## src/rtl/dmrd_pkg.sv

```systemverilog
// Package for the dual motor ramp drive.
// Holds the default widths, command and class codes, register indexes and the result struct.
// No dependencies.
`timescale 1ns / 1ps

package dmrd_pkg;

  localparam int DUTY_BITS_DEF     = 12;
  localparam int INTERVAL_BITS_DEF = 16;

  localparam int OUT_DUTY_W  = 12;
  localparam int SPEED_W     = 16;
  localparam int FUNC_W      = 2;
  localparam int CLASS_W     = 3;
  localparam int CFG_IDX_W   = 2;

  localparam int MAX_DUTY_RESET      = 255;
  localparam int RAMP_STEP_RESET     = 5;
  localparam int RAMP_INTERVAL_RESET = 20;

  localparam logic [FUNC_W-1:0] FUNC_SET  = 2'd0;
  localparam logic [FUNC_W-1:0] FUNC_STOP = 2'd1;
  localparam logic [FUNC_W-1:0] FUNC_TICK = 2'd2;

  localparam logic [CFG_IDX_W-1:0] REG_MAX_DUTY      = 2'd0;
  localparam logic [CFG_IDX_W-1:0] REG_RAMP_STEP     = 2'd1;
  localparam logic [CFG_IDX_W-1:0] REG_RAMP_INTERVAL = 2'd2;

  localparam logic [CLASS_W-1:0] CLASS_STOP     = 3'd0;
  localparam logic [CLASS_W-1:0] CLASS_FORWARD  = 3'd1;
  localparam logic [CLASS_W-1:0] CLASS_BACKWARD = 3'd2;
  localparam logic [CLASS_W-1:0] CLASS_LEFT     = 3'd3;
  localparam logic [CLASS_W-1:0] CLASS_RIGHT    = 3'd4;
  localparam logic [CLASS_W-1:0] CLASS_OTHER    = 3'd5;

  typedef struct packed {
    logic [OUT_DUTY_W-1:0] left_fwd_duty;
    logic [OUT_DUTY_W-1:0] left_rev_duty;
    logic [OUT_DUTY_W-1:0] right_fwd_duty;
    logic [OUT_DUTY_W-1:0] right_rev_duty;
    logic [CLASS_W-1:0]    motion_class;
  } result_t;

endpackage

```

## src/rtl/dmrd_channels.sv

```systemverilog
// Valid/ready channel interfaces for command beats and result beats.
// Depends on dmrd_pkg for field widths.
`timescale 1ns / 1ps

interface dmrd_cmd_if;
  logic                                valid;
  logic                                ready;
  logic [dmrd_pkg::FUNC_W-1:0]         func;
  logic signed [dmrd_pkg::SPEED_W-1:0] left_request;
  logic signed [dmrd_pkg::SPEED_W-1:0] right_request;

  modport source (output valid, output func, output left_request, output right_request,
                  input ready);
  modport sink (input valid, input func, input left_request, input right_request,
                output ready);
endinterface

interface dmrd_res_if;
  logic                              valid;
  logic                              ready;
  logic [dmrd_pkg::OUT_DUTY_W-1:0]   left_fwd_duty;
  logic [dmrd_pkg::OUT_DUTY_W-1:0]   left_rev_duty;
  logic [dmrd_pkg::OUT_DUTY_W-1:0]   right_fwd_duty;
  logic [dmrd_pkg::OUT_DUTY_W-1:0]   right_rev_duty;
  logic [dmrd_pkg::CLASS_W-1:0]      motion_class;

  modport source (output valid, output left_fwd_duty, output left_rev_duty,
                  output right_fwd_duty, output right_rev_duty, output motion_class,
                  input ready);
  modport sink (input valid, input left_fwd_duty, input left_rev_duty,
                input right_fwd_duty, input right_rev_duty, input motion_class,
                output ready);
endinterface

```

## src/rtl/dual_motor_ramp_drive.sv

```systemverilog
// Top level of the dual motor ramp drive: input register, update logic, result register.
// Depends on dmrd_pkg, dmrd_channels, dmrd_cfg and dmrd_step.
//
// Usage: command beats arrive on cmd. A set beat stores clamped left and right goals, a
// stop beat zeroes goals and speeds at once, and a tick beat stands for one millisecond
// and steps the speeds toward their goals once every ramp_interval ticks. Every command
// beat yields exactly one result beat on res with the forward and reverse duty of both
// bridges and the last refreshed motion class.
// After its command beat is accepted, a beat passes the input register and then the
// result register, leaving the input register only when the result register is free.
// One beat is accepted per cycle while cmd.ready is high; the state update of a beat is
// done as it moves from the input register to the result register.
// If res stalls, the result register holds its beat and the input register holds the
// next one; cmd.ready drops only when both are full. Configuration registers are written
// through cfg_write, cfg_index and cfg_data by the user only while no beat is in flight;
// the block does not enforce this. Synchronous reset clears the goals, speeds, interval
// counter, motion class and both registers' valid flags, and loads the register defaults.
`timescale 1ns / 1ps

module dual_motor_ramp_drive #(
  parameter int DUTY_BITS     = dmrd_pkg::DUTY_BITS_DEF,
  parameter int INTERVAL_BITS = dmrd_pkg::INTERVAL_BITS_DEF,
  parameter int CFG_W         = (DUTY_BITS > INTERVAL_BITS) ? DUTY_BITS : INTERVAL_BITS
) (
  input  logic                           clk,
  input  logic                           rst,
  dmrd_cmd_if.sink                       cmd,
  dmrd_res_if.source                     res,
  input  logic                           cfg_write,
  input  logic [dmrd_pkg::CFG_IDX_W-1:0] cfg_index,
  input  logic [CFG_W-1:0]               cfg_data
);

  logic [DUTY_BITS-1:0]                max_duty;
  logic [DUTY_BITS-1:0]                ramp_step;
  logic [INTERVAL_BITS-1:0]            ramp_interval;

  logic                                in_valid;
  logic [dmrd_pkg::FUNC_W-1:0]         in_func;
  logic signed [dmrd_pkg::SPEED_W-1:0] in_left_request;
  logic signed [dmrd_pkg::SPEED_W-1:0] in_right_request;

  logic                                out_valid;
  dmrd_pkg::result_t                   out_result;
  dmrd_pkg::result_t                   step_result;

  logic                                out_free;
  logic                                advance;

  assign out_free  = !out_valid || res.ready;
  assign advance   = in_valid && out_free;
  assign cmd.ready = !in_valid || advance;

  dmrd_cfg #(
    .DUTY_BITS     (DUTY_BITS),
    .INTERVAL_BITS (INTERVAL_BITS),
    .CFG_W         (CFG_W)
  ) u_cfg (
    .clk           (clk),
    .rst           (rst),
    .cfg_write     (cfg_write),
    .cfg_index     (cfg_index),
    .cfg_data      (cfg_data),
    .max_duty      (max_duty),
    .ramp_step     (ramp_step),
    .ramp_interval (ramp_interval)
  );

  dmrd_step #(
    .DUTY_BITS     (DUTY_BITS),
    .INTERVAL_BITS (INTERVAL_BITS)
  ) u_step (
    .clk           (clk),
    .rst           (rst),
    .advance       (advance),
    .func          (in_func),
    .left_request  (in_left_request),
    .right_request (in_right_request),
    .max_duty      (max_duty),
    .ramp_step     (ramp_step),
    .ramp_interval (ramp_interval),
    .result        (step_result)
  );

  always_ff @(posedge clk) begin
    if (rst) begin
      in_valid <= 1'b0;
    end else if (cmd.ready) begin
      in_valid <= cmd.valid;
    end
  end

  always_ff @(posedge clk) begin
    if (cmd.valid && cmd.ready) begin
      in_func          <= cmd.func;
      in_left_request  <= cmd.left_request;
      in_right_request <= cmd.right_request;
    end
  end

  always_ff @(posedge clk) begin
    if (rst) begin
      out_valid <= 1'b0;
    end else if (out_free) begin
      out_valid <= advance;
    end
  end

  always_ff @(posedge clk) begin
    if (advance) begin
      out_result <= step_result;
    end
  end

  assign res.valid          = out_valid;
  assign res.left_fwd_duty  = out_result.left_fwd_duty;
  assign res.left_rev_duty  = out_result.left_rev_duty;
  assign res.right_fwd_duty = out_result.right_fwd_duty;
  assign res.right_rev_duty = out_result.right_rev_duty;
  assign res.motion_class   = out_result.motion_class;

endmodule

```

## src/rtl/dmrd_cfg.sv

```systemverilog
// Configuration registers of the dual motor ramp drive.
// Depends on dmrd_pkg for register indexes and reset values.
`timescale 1ns / 1ps

module dmrd_cfg #(
  parameter int DUTY_BITS     = dmrd_pkg::DUTY_BITS_DEF,
  parameter int INTERVAL_BITS = dmrd_pkg::INTERVAL_BITS_DEF,
  parameter int CFG_W         = (DUTY_BITS > INTERVAL_BITS) ? DUTY_BITS : INTERVAL_BITS
) (
  input  logic                           clk,
  input  logic                           rst,
  input  logic                           cfg_write,
  input  logic [dmrd_pkg::CFG_IDX_W-1:0] cfg_index,
  input  logic [CFG_W-1:0]               cfg_data,
  output logic [DUTY_BITS-1:0]           max_duty,
  output logic [DUTY_BITS-1:0]           ramp_step,
  output logic [INTERVAL_BITS-1:0]       ramp_interval
);

  always_ff @(posedge clk) begin
    if (rst) begin
      max_duty      <= DUTY_BITS'(dmrd_pkg::MAX_DUTY_RESET);
      ramp_step     <= DUTY_BITS'(dmrd_pkg::RAMP_STEP_RESET);
      ramp_interval <= INTERVAL_BITS'(dmrd_pkg::RAMP_INTERVAL_RESET);
    end else if (cfg_write) begin
      if (cfg_index == dmrd_pkg::REG_MAX_DUTY) begin
        max_duty <= cfg_data[DUTY_BITS-1:0];
      end
      if (cfg_index == dmrd_pkg::REG_RAMP_STEP) begin
        ramp_step <= cfg_data[DUTY_BITS-1:0];
      end
      if (cfg_index == dmrd_pkg::REG_RAMP_INTERVAL) begin
        ramp_interval <= cfg_data[INTERVAL_BITS-1:0];
      end
    end
  end

endmodule

```

## src/rtl/dmrd_step.sv

```systemverilog
// Goal, speed, interval counter and class state with the per-beat update logic.
// Depends on dmrd_pkg for command codes, class codes and the result struct.
`timescale 1ns / 1ps

module dmrd_step #(
  parameter int DUTY_BITS     = dmrd_pkg::DUTY_BITS_DEF,
  parameter int INTERVAL_BITS = dmrd_pkg::INTERVAL_BITS_DEF
) (
  input  logic                                clk,
  input  logic                                rst,
  input  logic                                advance,
  input  logic [dmrd_pkg::FUNC_W-1:0]         func,
  input  logic signed [dmrd_pkg::SPEED_W-1:0] left_request,
  input  logic signed [dmrd_pkg::SPEED_W-1:0] right_request,
  input  logic [DUTY_BITS-1:0]                max_duty,
  input  logic [DUTY_BITS-1:0]                ramp_step,
  input  logic [INTERVAL_BITS-1:0]            ramp_interval,
  output dmrd_pkg::result_t                   result
);

  localparam int GW    = DUTY_BITS + 1;
  localparam int SW    = DUTY_BITS + 2;
  localparam int CW    = (DUTY_BITS + 2 > 17) ? DUTY_BITS + 2 : 17;
  localparam int MAG_W = (GW > dmrd_pkg::OUT_DUTY_W) ? GW : dmrd_pkg::OUT_DUTY_W;

  logic signed [GW-1:0]         left_goal, right_goal, left_now, right_now;
  logic [INTERVAL_BITS-1:0]     ms_since_step;
  logic [dmrd_pkg::CLASS_W-1:0] shown_class;

  logic signed [GW-1:0]         left_goal_next, right_goal_next;
  logic signed [GW-1:0]         left_now_next, right_now_next;
  logic [INTERVAL_BITS-1:0]     ms_since_step_next;
  logic [dmrd_pkg::CLASS_W-1:0] shown_class_next;
  logic [INTERVAL_BITS-1:0]     ms_inc;
  logic                         interval_hit;

  function automatic logic signed [GW-1:0] limit_goal(
    input logic signed [dmrd_pkg::SPEED_W-1:0] v,
    input logic [DUTY_BITS-1:0]                m
  );
    logic signed [CW-1:0] wv;
    logic signed [CW-1:0] pos;
    logic signed [CW-1:0] neg;
    wv  = CW'(v);
    pos = CW'($signed({1'b0, m}));
    neg = -pos;
    if (wv < neg) begin
      return GW'(neg);
    end else if (wv > pos) begin
      return GW'(pos);
    end
    return GW'(wv);
  endfunction

  function automatic logic signed [GW-1:0] move_toward(
    input logic signed [GW-1:0] cur,
    input logic signed [GW-1:0] goal,
    input logic [DUTY_BITS-1:0] step
  );
    logic signed [SW-1:0] wc;
    logic signed [SW-1:0] wg;
    logic signed [SW-1:0] ws;
    logic signed [SW-1:0] moved;
    wc    = SW'(cur);
    wg    = SW'(goal);
    ws    = SW'($signed({1'b0, step}));
    moved = wc;
    if (wc < wg) begin
      moved = wc + ws;
      if (moved > wg) begin
        moved = wg;
      end
    end else if (wc > wg) begin
      moved = wc - ws;
      if (moved < wg) begin
        moved = wg;
      end
    end
    return GW'(moved);
  endfunction

  function automatic logic [dmrd_pkg::CLASS_W-1:0] classify(
    input logic signed [GW-1:0] lg,
    input logic signed [GW-1:0] rg
  );
    priority if (lg == '0 && rg == '0) begin
      return dmrd_pkg::CLASS_STOP;
    end else if (lg > 0 && rg > 0) begin
      return dmrd_pkg::CLASS_FORWARD;
    end else if (lg < 0 && rg < 0) begin
      return dmrd_pkg::CLASS_BACKWARD;
    end else if (lg < 0 && rg > 0) begin
      return dmrd_pkg::CLASS_LEFT;
    end else if (lg > 0 && rg < 0) begin
      return dmrd_pkg::CLASS_RIGHT;
    end else begin
      return dmrd_pkg::CLASS_OTHER;
    end
  endfunction

  function automatic logic [dmrd_pkg::OUT_DUTY_W-1:0] fwd_of(input logic signed [GW-1:0] v);
    logic [MAG_W-1:0] mag;
    mag = MAG_W'(v);
    return (v > 0) ? mag[dmrd_pkg::OUT_DUTY_W-1:0] : '0;
  endfunction

  function automatic logic [dmrd_pkg::OUT_DUTY_W-1:0] rev_of(input logic signed [GW-1:0] v);
    logic signed [SW-1:0] neg;
    logic [MAG_W-1:0]     mag;
    neg = -SW'(v);
    mag = MAG_W'(neg);
    return (v < 0) ? mag[dmrd_pkg::OUT_DUTY_W-1:0] : '0;
  endfunction

  assign ms_inc       = (ms_since_step != {INTERVAL_BITS{1'b1}}) ? ms_since_step + 1'b1
                                                                 : ms_since_step;
  assign interval_hit = (ms_inc >= ramp_interval);

  always_comb begin
    left_goal_next     = left_goal;
    right_goal_next    = right_goal;
    left_now_next      = left_now;
    right_now_next     = right_now;
    ms_since_step_next = ms_since_step;
    shown_class_next   = shown_class;
    unique case (func)
      dmrd_pkg::FUNC_SET: begin
        left_goal_next  = limit_goal(left_request, max_duty);
        right_goal_next = limit_goal(right_request, max_duty);
      end
      dmrd_pkg::FUNC_STOP: begin
        left_goal_next   = '0;
        right_goal_next  = '0;
        left_now_next    = '0;
        right_now_next   = '0;
        shown_class_next = dmrd_pkg::CLASS_STOP;
      end
      dmrd_pkg::FUNC_TICK: begin
        ms_since_step_next = interval_hit ? '0 : ms_inc;
        if (interval_hit && (left_now != left_goal || right_now != right_goal)) begin
          left_now_next    = move_toward(left_now, left_goal, ramp_step);
          right_now_next   = move_toward(right_now, right_goal, ramp_step);
          shown_class_next = classify(left_goal, right_goal);
        end
      end
      default: begin
      end
    endcase
  end

  always_ff @(posedge clk) begin
    if (rst) begin
      left_goal     <= '0;
      right_goal    <= '0;
      left_now      <= '0;
      right_now     <= '0;
      ms_since_step <= '0;
      shown_class   <= dmrd_pkg::CLASS_STOP;
    end else if (advance) begin
      left_goal     <= left_goal_next;
      right_goal    <= right_goal_next;
      left_now      <= left_now_next;
      right_now     <= right_now_next;
      ms_since_step <= ms_since_step_next;
      shown_class   <= shown_class_next;
    end
  end

  always_comb begin
    result.left_fwd_duty  = fwd_of(left_now_next);
    result.left_rev_duty  = rev_of(left_now_next);
    result.right_fwd_duty = fwd_of(right_now_next);
    result.right_rev_duty = rev_of(right_now_next);
    result.motion_class   = shown_class_next;
  end

endmodule

```

## src/flat_wrapper.sv

```systemverilog
// flat-port wrapper written by rule: the top's interface ports become plain ports
module dual_motor_ramp_drive_flat 
#(
  parameter int DUTY_BITS     = dmrd_pkg::DUTY_BITS_DEF,
  parameter int INTERVAL_BITS = dmrd_pkg::INTERVAL_BITS_DEF,
  parameter int CFG_W         = (DUTY_BITS > INTERVAL_BITS) ? DUTY_BITS : INTERVAL_BITS
)
  (clk, rst, cfg_write, cfg_index, cfg_data, cmd_valid, cmd_func, cmd_left_request, cmd_right_request, cmd_ready, res_valid, res_left_fwd_duty, res_left_rev_duty, res_right_fwd_duty, res_right_rev_duty, res_motion_class, res_ready);
  dmrd_cmd_if cmd_i ();
  dmrd_res_if res_i ();
  input  logic clk;
  input  logic rst;
  input  logic cfg_write;
  input  logic [dmrd_pkg::CFG_IDX_W-1:0] cfg_index;
  input  logic [CFG_W-1:0] cfg_data;
  input wire logic [$bits(cmd_i.valid)-1:0] cmd_valid;
  input wire logic [$bits(cmd_i.func)-1:0] cmd_func;
  input wire logic [$bits(cmd_i.left_request)-1:0] cmd_left_request;
  input wire logic [$bits(cmd_i.right_request)-1:0] cmd_right_request;
  output wire logic [$bits(cmd_i.ready)-1:0] cmd_ready;
  output wire logic [$bits(res_i.valid)-1:0] res_valid;
  output wire logic [$bits(res_i.left_fwd_duty)-1:0] res_left_fwd_duty;
  output wire logic [$bits(res_i.left_rev_duty)-1:0] res_left_rev_duty;
  output wire logic [$bits(res_i.right_fwd_duty)-1:0] res_right_fwd_duty;
  output wire logic [$bits(res_i.right_rev_duty)-1:0] res_right_rev_duty;
  output wire logic [$bits(res_i.motion_class)-1:0] res_motion_class;
  input wire logic [$bits(res_i.ready)-1:0] res_ready;
  assign cmd_i.valid = cmd_valid;
  assign cmd_i.func = cmd_func;
  assign cmd_i.left_request = cmd_left_request;
  assign cmd_i.right_request = cmd_right_request;
  assign cmd_ready = cmd_i.ready;
  assign res_valid = res_i.valid;
  assign res_left_fwd_duty = res_i.left_fwd_duty;
  assign res_left_rev_duty = res_i.left_rev_duty;
  assign res_right_fwd_duty = res_i.right_fwd_duty;
  assign res_right_rev_duty = res_i.right_rev_duty;
  assign res_motion_class = res_i.motion_class;
  assign res_i.ready = res_ready;
  dual_motor_ramp_drive #(.DUTY_BITS(DUTY_BITS), .INTERVAL_BITS(INTERVAL_BITS), .CFG_W(CFG_W)) u_core (.clk(clk), .rst(rst), .cmd(cmd_i), .res(res_i), .cfg_write(cfg_write), .cfg_index(cfg_index), .cfg_data(cfg_data));
endmodule
```

## config.mk

```make
export PLATFORM = sky130hd
export DESIGN_NAME = dual_motor_ramp_drive_flat
export DESIGN_NICKNAME = d
export VERILOG_FILES = /design/src/rtl/dmrd_pkg.sv /design/src/rtl/dmrd_channels.sv /design/src/rtl/dual_motor_ramp_drive.sv /design/src/rtl/dmrd_cfg.sv /design/src/rtl/dmrd_step.sv /design/src/flat_wrapper.sv
export SDC_FILE = /design/constraint.sdc
export NUM_CORES = 1
export LEC_CHECK = 0
export BUFFER_PORTS_ARGS = -buffer_cell sky130_fd_sc_hd__buf_2
export CAP_MARGIN = 30
export CORE_ASPECT_RATIO = 1.25
export CORE_MARGIN = 4
export CORE_UTILIZATION = 35
export DETAILED_ROUTE_END_ITERATION = 10
export MAX_ROUTING_LAYER = met4
export PLACE_DENSITY = 0.61
export SYNTH_ARGS = -nofsm -noshare
export SYNTH_HDL_FRONTEND = slang
export SYNTH_SLANG_ARGS = --single-unit
```

## constraint.sdc

```tcl
create_clock -name clk -period 8.63 [get_ports clk]
set_input_delay 0.4315 -clock clk [delete_from_list [all_inputs] [get_ports clk]]
set_output_delay 0.4315 -clock clk [all_outputs]
set_load 0.01 [all_outputs]
```

==> impl_table.tex <==
\begin{tabular}{lr}
\hline
Metric & Value \\
\hline
\multicolumn{2}{l}{\textbf{Floorplanning}} \\
Area inside the core boundary & 44100 µm² \\
Horizontal extent of the die & 197 µm \\
Die Ht & 244 µm \\
Initial standard-cell utilization of the core & 35.5\% \\
Die area & 48200 µm² \\
I/O pin count & 110 \\
Row count & 86 \\
\multicolumn{2}{l}{\textbf{Clock network}} \\
Clock latency on the worst-skew pair & 0.49 ns \\
Buffers from clock root to sink, at most & 2 \\
Inserted Clock Buffers & 17 \\
Number of sinks handled by clock tree synthesis & 198 \\
Clock-pin slew reported for the worst setup and hold paths after clock tree synthesis & 0.08 ns \\
H-tree levels & 4 \\
Number of setup buffers added after CTS & 0 \\
TritonCTS clock tree & done \\
Count of cells resized by post-cts repair & 0 \\
Hold buffers post-CTS & 0 \\
Cell chosen for the clock root & sky130\_fd\_sc\_hd\_\_clkbuf\_16 \\
\multicolumn{2}{l}{\textbf{Logic synthesis}} \\
Number of flip-flops and latches in the synthesized netlist & 198 \\
Post-synthesis instance total & 1785 \\
Share of flip-flops with an asynchronous set or reset after synthesis & 0\% \\
Netlist area before placement & 15600 µm² \\
Most instantiated flip-flop cell in the synthesis netlist & sky130\_fd\_sc\_hd\_\_dfxtp\_1 \\
Number of warnings issued by yosys & 0 \\
Post-Syn Nets & 2053 \\
Post-synthesis sequential area ratio & 30.8\% \\
Number of enable flip-flop cells after synthesis & 85 \\
Post-synthesis average cell area & 8.76 µm² \\
Number of unique standard cell types used by synthesis & 93 \\
\multicolumn{2}{l}{\textbf{Final layout}} \\
Ratio of cells with drive above 1 in the final layout & 11.4\% \\
Number of inserted filler cells in the final layout & 4561 \\
Area occupied by multi-input gates & 10100 µm² \\
Register area & 4810 µm² \\
Nets & 2125 \\
Layout Area Growth over Synthesis & 10.9\% \\
\multicolumn{2}{l}{\textbf{Timing}} \\
Max Clock Freq & 152 MHz \\
Worst Tran Pin Value & 0.990 ns \\
Final worst path period share & 76.3\% \\
Count of final hold-check violations & 0 \\
Clk\_skew & 0.0175 ns \\
Final count of pins violating max slew & 0 \\
Minimum clock period after layout & 6.58 ns \\
RSZ-0062 raised after global routing & false \\
Max transition margin & 32.3\% \\
Endpoints failing setup & 0 \\
Hold\_ws & 0.121 ns \\
Total Negative Setup Slacks & 0 ns \\
\multicolumn{2}{l}{\textbf{Drt}} \\
ANT nets after route & 0 \\
Number of DRC markers after the initial detailed-route iteration & 969 \\
Routed wirelength normalized by instance count & 20.8 µm \\
Total detailed-routing wirelength & 50.7 mm \\
Number of vias after detailed routing & 13900 \\
Detailed-router iteration count before antenna repair & 5 \\
Vias per std cell & 5.68 \\
Remaining routing DRC violations & 0 \\
\multicolumn{2}{l}{\textbf{Setup path}} \\
Worst r2r src & u\_core.u\_cfg.ramp\_step[1]\$\_SDFFE\_PP0P\_ \\
Data required time at the worst endpoint & 8.83 ns \\
Type of destination of the critical path & flop \\
Crit Path Class & flop to flop \\
Worst r2r dst & u\_core.res.right\_fwd\_duty[1]\$\_SDFFCE\_PP0P\_ \\
Startpoint of the worst setup timing path & u\_core.u\_cfg.ramp\_step[1]\$\_SDFFE\_PP0P\_ \\
Depth of the worst register-to-register path & 20 \\
Worst setup slack for register-to-register paths & 2.05 ns \\
Worst Path Arrival & 6.78 ns \\
Highest net fanout along the worst path & 16 \\
Critical path destination & u\_core.res.right\_fwd\_duty[1]\$\_SDFFCE\_PP0P\_ \\
Startpoint Class & flop \\
\multicolumn{2}{l}{\textbf{Power}} \\
Highest ir drop seen on vdd & 0.000156 V \\
Clock power share & 32.4\% \\
Sequential share of power & 41.8\% \\
Switching part of the total & 34.2\% \\
Cell Pwr Density & 145 nW/µm² \\
Leakage power & 7.25 nW \\
Internal cell power & 1.65 mW \\
Combinational cell fraction of total power & 25.8\% \\
Power spent charging and discharging nets & 0.859 mW \\
\multicolumn{2}{l}{\textbf{Global routing}} \\
Wire length of the first global-routing pass & 78.1 mm \\
Total global routing overflow & 0 \\
Antenna violations before repair & 0 \\
Maximum number of pins on one net before global-route repair & 76 \\
Global routing usage summed across all routing layers & 21.3\% \\
Number of global-route vias before repair & 13900 \\
\multicolumn{2}{l}{\textbf{Outcome}} \\
Status & complete, no violations \\
\multicolumn{2}{l}{\textbf{Run}} \\
MaxCap Viol Count & 0 \\
\multicolumn{2}{l}{\textbf{Placed design}} \\
HPWL after detailed placement & 40.8 mm \\
GPL Wtd Cong & 0.995 \\
Number of buffers added on ports & 109 \\
\multicolumn{2}{l}{\textbf{Hold path}} \\
Tightest Hold Check Type & input pin to flop \\
\hline
\end{tabular}
## flip-flops by register name (all words and copies together), names as in the netlist
register / flops
u_core.u_cfg.ramp_interval: 16
u_core.u_step.right_goal: 13
u_core.u_step.ms_since_step: 16
u_core.u_step.left_now: 13
u_core.res.left_rev_duty: 12
u_core.res.motion_class: 3
u_core.in_func: 2
u_core.u_step.left_goal: 13
u_core.in_right_request: 16
u_core.in_left_request: 16
u_core.res.right_fwd_duty: 12
u_core.u_step.right_now: 13
u_core.res.right_rev_duty: 12
u_core.res.left_fwd_duty: 12
u_core.in_valid: 1
u_core.u_cfg.ramp_step: 12
u_core.u_step.shown_class: 3
u_core.res.valid: 1
u_core.u_cfg.max_duty: 12
## worst min-delay path by stage
stage | endpoint | depth (start not counted) | startpoint | slack, ns
after floorplan | u_core.u_step.shown_class[1]$_SDFFE_PP0P_ | 2 | u_core.u_step.shown_class[1]$_SDFFE_PP0P_ | 0.44
after global placement | u_core.u_cfg.ramp_interval[1]$_SDFFE_PP0P_ | 2 | u_core.u_cfg.ramp_interval[1]$_SDFFE_PP0P_ | 0.44
after detailed placement | u_core.u_cfg.ramp_interval[1]$_SDFFE_PP0P_ | 2 | u_core.u_cfg.ramp_interval[1]$_SDFFE_PP0P_ | 0.45
after CTS | u_core.in_left_request[6]$_DFFE_PP_ | 1 | cmd_left_request[6] | 0.10
after global routing | u_core.in_left_request[6]$_DFFE_PP_ | 1 | cmd_left_request[6] | 0.11
final | u_core.in_left_request[10]$_DFFE_PP_ | 1 | cmd_left_request[10] | 0.12
## power groups by stage
stage               clock network [mW]  registers, mW  logic (mW)
floorplan                            0           1.06       0.450
global placement                     0           1.07       0.635
detailed placement                   0           1.07       0.639
CTS                              0.832           1.05       0.643
global route                     0.868           1.05       0.713
finish                           0.814           1.05       0.648
## through the flow
step	std cells	utilization [%]	total power, mW	instance area, µm²	worst slack, ns
finish	2443	39.3	2.51	17400	2.05
global route	2442	39.3	2.63	17400	1.59
CTS	2442	39.3	2.52	17400	2.09
detailed placement	2410	38.0	1.71	16800	2.13
global placement	2409	38.0	1.71	16700	2.29
floorplan	1785	-	1.51	15600	3.21
## cell usage after synthesis (10+ instances only)
| cell | instances | area, µm² |
|---|---|---|
| sky130_fd_sc_hd__and4_1 | 10 | 87.6 |
| sky130_fd_sc_hd__mux2_2 | 13 | 146 |
| sky130_fd_sc_hd__o21a_1 | 33 | 248 |
| sky130_fd_sc_hd__a22o_1 | 20 | 175 |
| sky130_fd_sc_hd__nor4_1 | 19 | 119 |
| sky130_fd_sc_hd__a22oi_1 | 13 | 97.6 |
| sky130_fd_sc_hd__or2_2 | 13 | 81.3 |
| sky130_fd_sc_hd__nor2b_1 | 21 | 131 |
| sky130_fd_sc_hd__nor2_1 | 166 | 623 |
| sky130_fd_sc_hd__ha_1 | 207 | 2590 |
| sky130_fd_sc_hd__dfxtp_1 | 113 | 2260 |
| sky130_fd_sc_hd__edfxtp_1 | 85 | 2550 |
| sky130_fd_sc_hd__o21ai_0 | 64 | 320 |
| sky130_fd_sc_hd__nand2b_1 | 22 | 138 |
| sky130_fd_sc_hd__a31oi_1 | 13 | 81.3 |
| sky130_fd_sc_hd__a21oi_1 | 118 | 591 |
| sky130_fd_sc_hd__and3_1 | 16 | 100 |
| sky130_fd_sc_hd__nor3_1 | 48 | 240 |
| sky130_fd_sc_hd__a21o_1 | 29 | 218 |
| sky130_fd_sc_hd__nand4_1 | 25 | 156 |
| sky130_fd_sc_hd__mux2i_1 | 56 | 561 |
| sky130_fd_sc_hd__xnor2_1 | 48 | 420 |
| sky130_fd_sc_hd__nand2_1 | 149 | 559 |
| sky130_fd_sc_hd__clkbuf_1 | 56 | 210 |
| sky130_fd_sc_hd__or3_1 | 10 | 62.6 |
| sky130_fd_sc_hd__nor3b_1 | 11 | 82.6 |
| sky130_fd_sc_hd__inv_1 | 113 | 424 |
| sky130_fd_sc_hd__nand3_1 | 35 | 175 |
| sky130_fd_sc_hd__xor2_1 | 15 | 131 |
| sky130_fd_sc_hd__a2111oi_0 | 14 | 123 |
| sky130_fd_sc_hd__and2_1 | 14 | 87.6 |
| sky130_fd_sc_hd__a211o_1 | 11 | 96.3 |
| sky130_fd_sc_hd__a211oi_1 | 29 | 218 |
| sky130_fd_sc_hd__o211ai_1 | 25 | 188 |
## final cells by class
| class | count | share of cell area, % |
|---|---|---|
| timing repair buffer | 127 | 3.94 |
| sequential | 198 | 27.7 |
| multi-input combinational | 1399 | 58.3 |
| clock inverter | 14 | 0.908 |
| clock buffer | 18 | 2.47 |
| antenna | 1 | 0.0144 |
| tap | 572 | 4.12 |
| inverter | 114 | 2.47 |
## cells in the final DEF (no fill, tap or decap), types with 25 or more instances in the layout
| master | netlist | layout |
|---|---|---|
| sky130_fd_sc_hd__edfxtp_1 | 85 | 85 |
| sky130_fd_sc_hd__o211ai_1 | 25 | 25 |
| sky130_fd_sc_hd__mux2i_1 | 56 | 56 |
| sky130_fd_sc_hd__ha_1 | 207 | 207 |
| sky130_fd_sc_hd__inv_1 | 113 | 113 |
| sky130_fd_sc_hd__nor3_1 | 48 | 47 |
| sky130_fd_sc_hd__buf_2 | 8 | 109 |
| sky130_fd_sc_hd__nor2_1 | 166 | 166 |
| sky130_fd_sc_hd__xnor2_1 | 48 | 48 |
| sky130_fd_sc_hd__dfxtp_1 | 113 | 113 |
| sky130_fd_sc_hd__a21o_1 | 29 | 29 |
| sky130_fd_sc_hd__o21ai_0 | 64 | 64 |
| sky130_fd_sc_hd__o21a_1 | 33 | 33 |
| sky130_fd_sc_hd__nand4_1 | 25 | 25 |
| sky130_fd_sc_hd__a21oi_1 | 118 | 118 |
| sky130_fd_sc_hd__nand2_1 | 149 | 149 |
| sky130_fd_sc_hd__nand3_1 | 35 | 35 |
| sky130_fd_sc_hd__a211oi_1 | 29 | 29 |
## per-layer routing
metal | global-route usage [%] | vias up | share of wire [%]
li1 | - | 6729 | -
met1 | 25.2 | 6593 | 42
met2 | 36.5 | 432 | 49
met3 | 2.77 | 133 | 4.4
met4 | 9.22 | 0 | 4.4
met5 | - | - | 0
## worst max-delay path: stages (launching register included)
cell and delay [ns]:
sky130_fd_sc_hd__dfxtp_1 0.45, sky130_fd_sc_hd__inv_1 0.20, sky130_fd_sc_hd__ha_1 0.32, sky130_fd_sc_hd__nand2b_1 0.16
sky130_fd_sc_hd__a221oi_1 0.40, sky130_fd_sc_hd__o2111ai_1 0.27, sky130_fd_sc_hd__a21oi_1 0.24, sky130_fd_sc_hd__o21ai_0 0.09
sky130_fd_sc_hd__nor4b_1 0.15, sky130_fd_sc_hd__a211oi_1 0.50, sky130_fd_sc_hd__ha_1 0.36, sky130_fd_sc_hd__nand4_1 0.16
sky130_fd_sc_hd__nor3_1 0.08, sky130_fd_sc_hd__o31a_1 0.12, sky130_fd_sc_hd__o31ai_2 0.51, sky130_fd_sc_hd__or2_1 0.56
sky130_fd_sc_hd__o21ai_0 0.15, sky130_fd_sc_hd__a222oi_1 0.77, sky130_fd_sc_hd__nand4_1 0.29, sky130_fd_sc_hd__nor4_2 0.37
sky130_fd_sc_hd__a211oi_1 0.12
## cells by family after synthesis
group	Yosys count	synth area share, %
mux	71	4.68
fa+ha+maj	211	17.1
buf+inv	188	4.72
simple gates	584	18.4
compound gates	470	20.9
flops	198	30.8
xor+xnor	63	3.53
(Power assumes the default switching activity.)
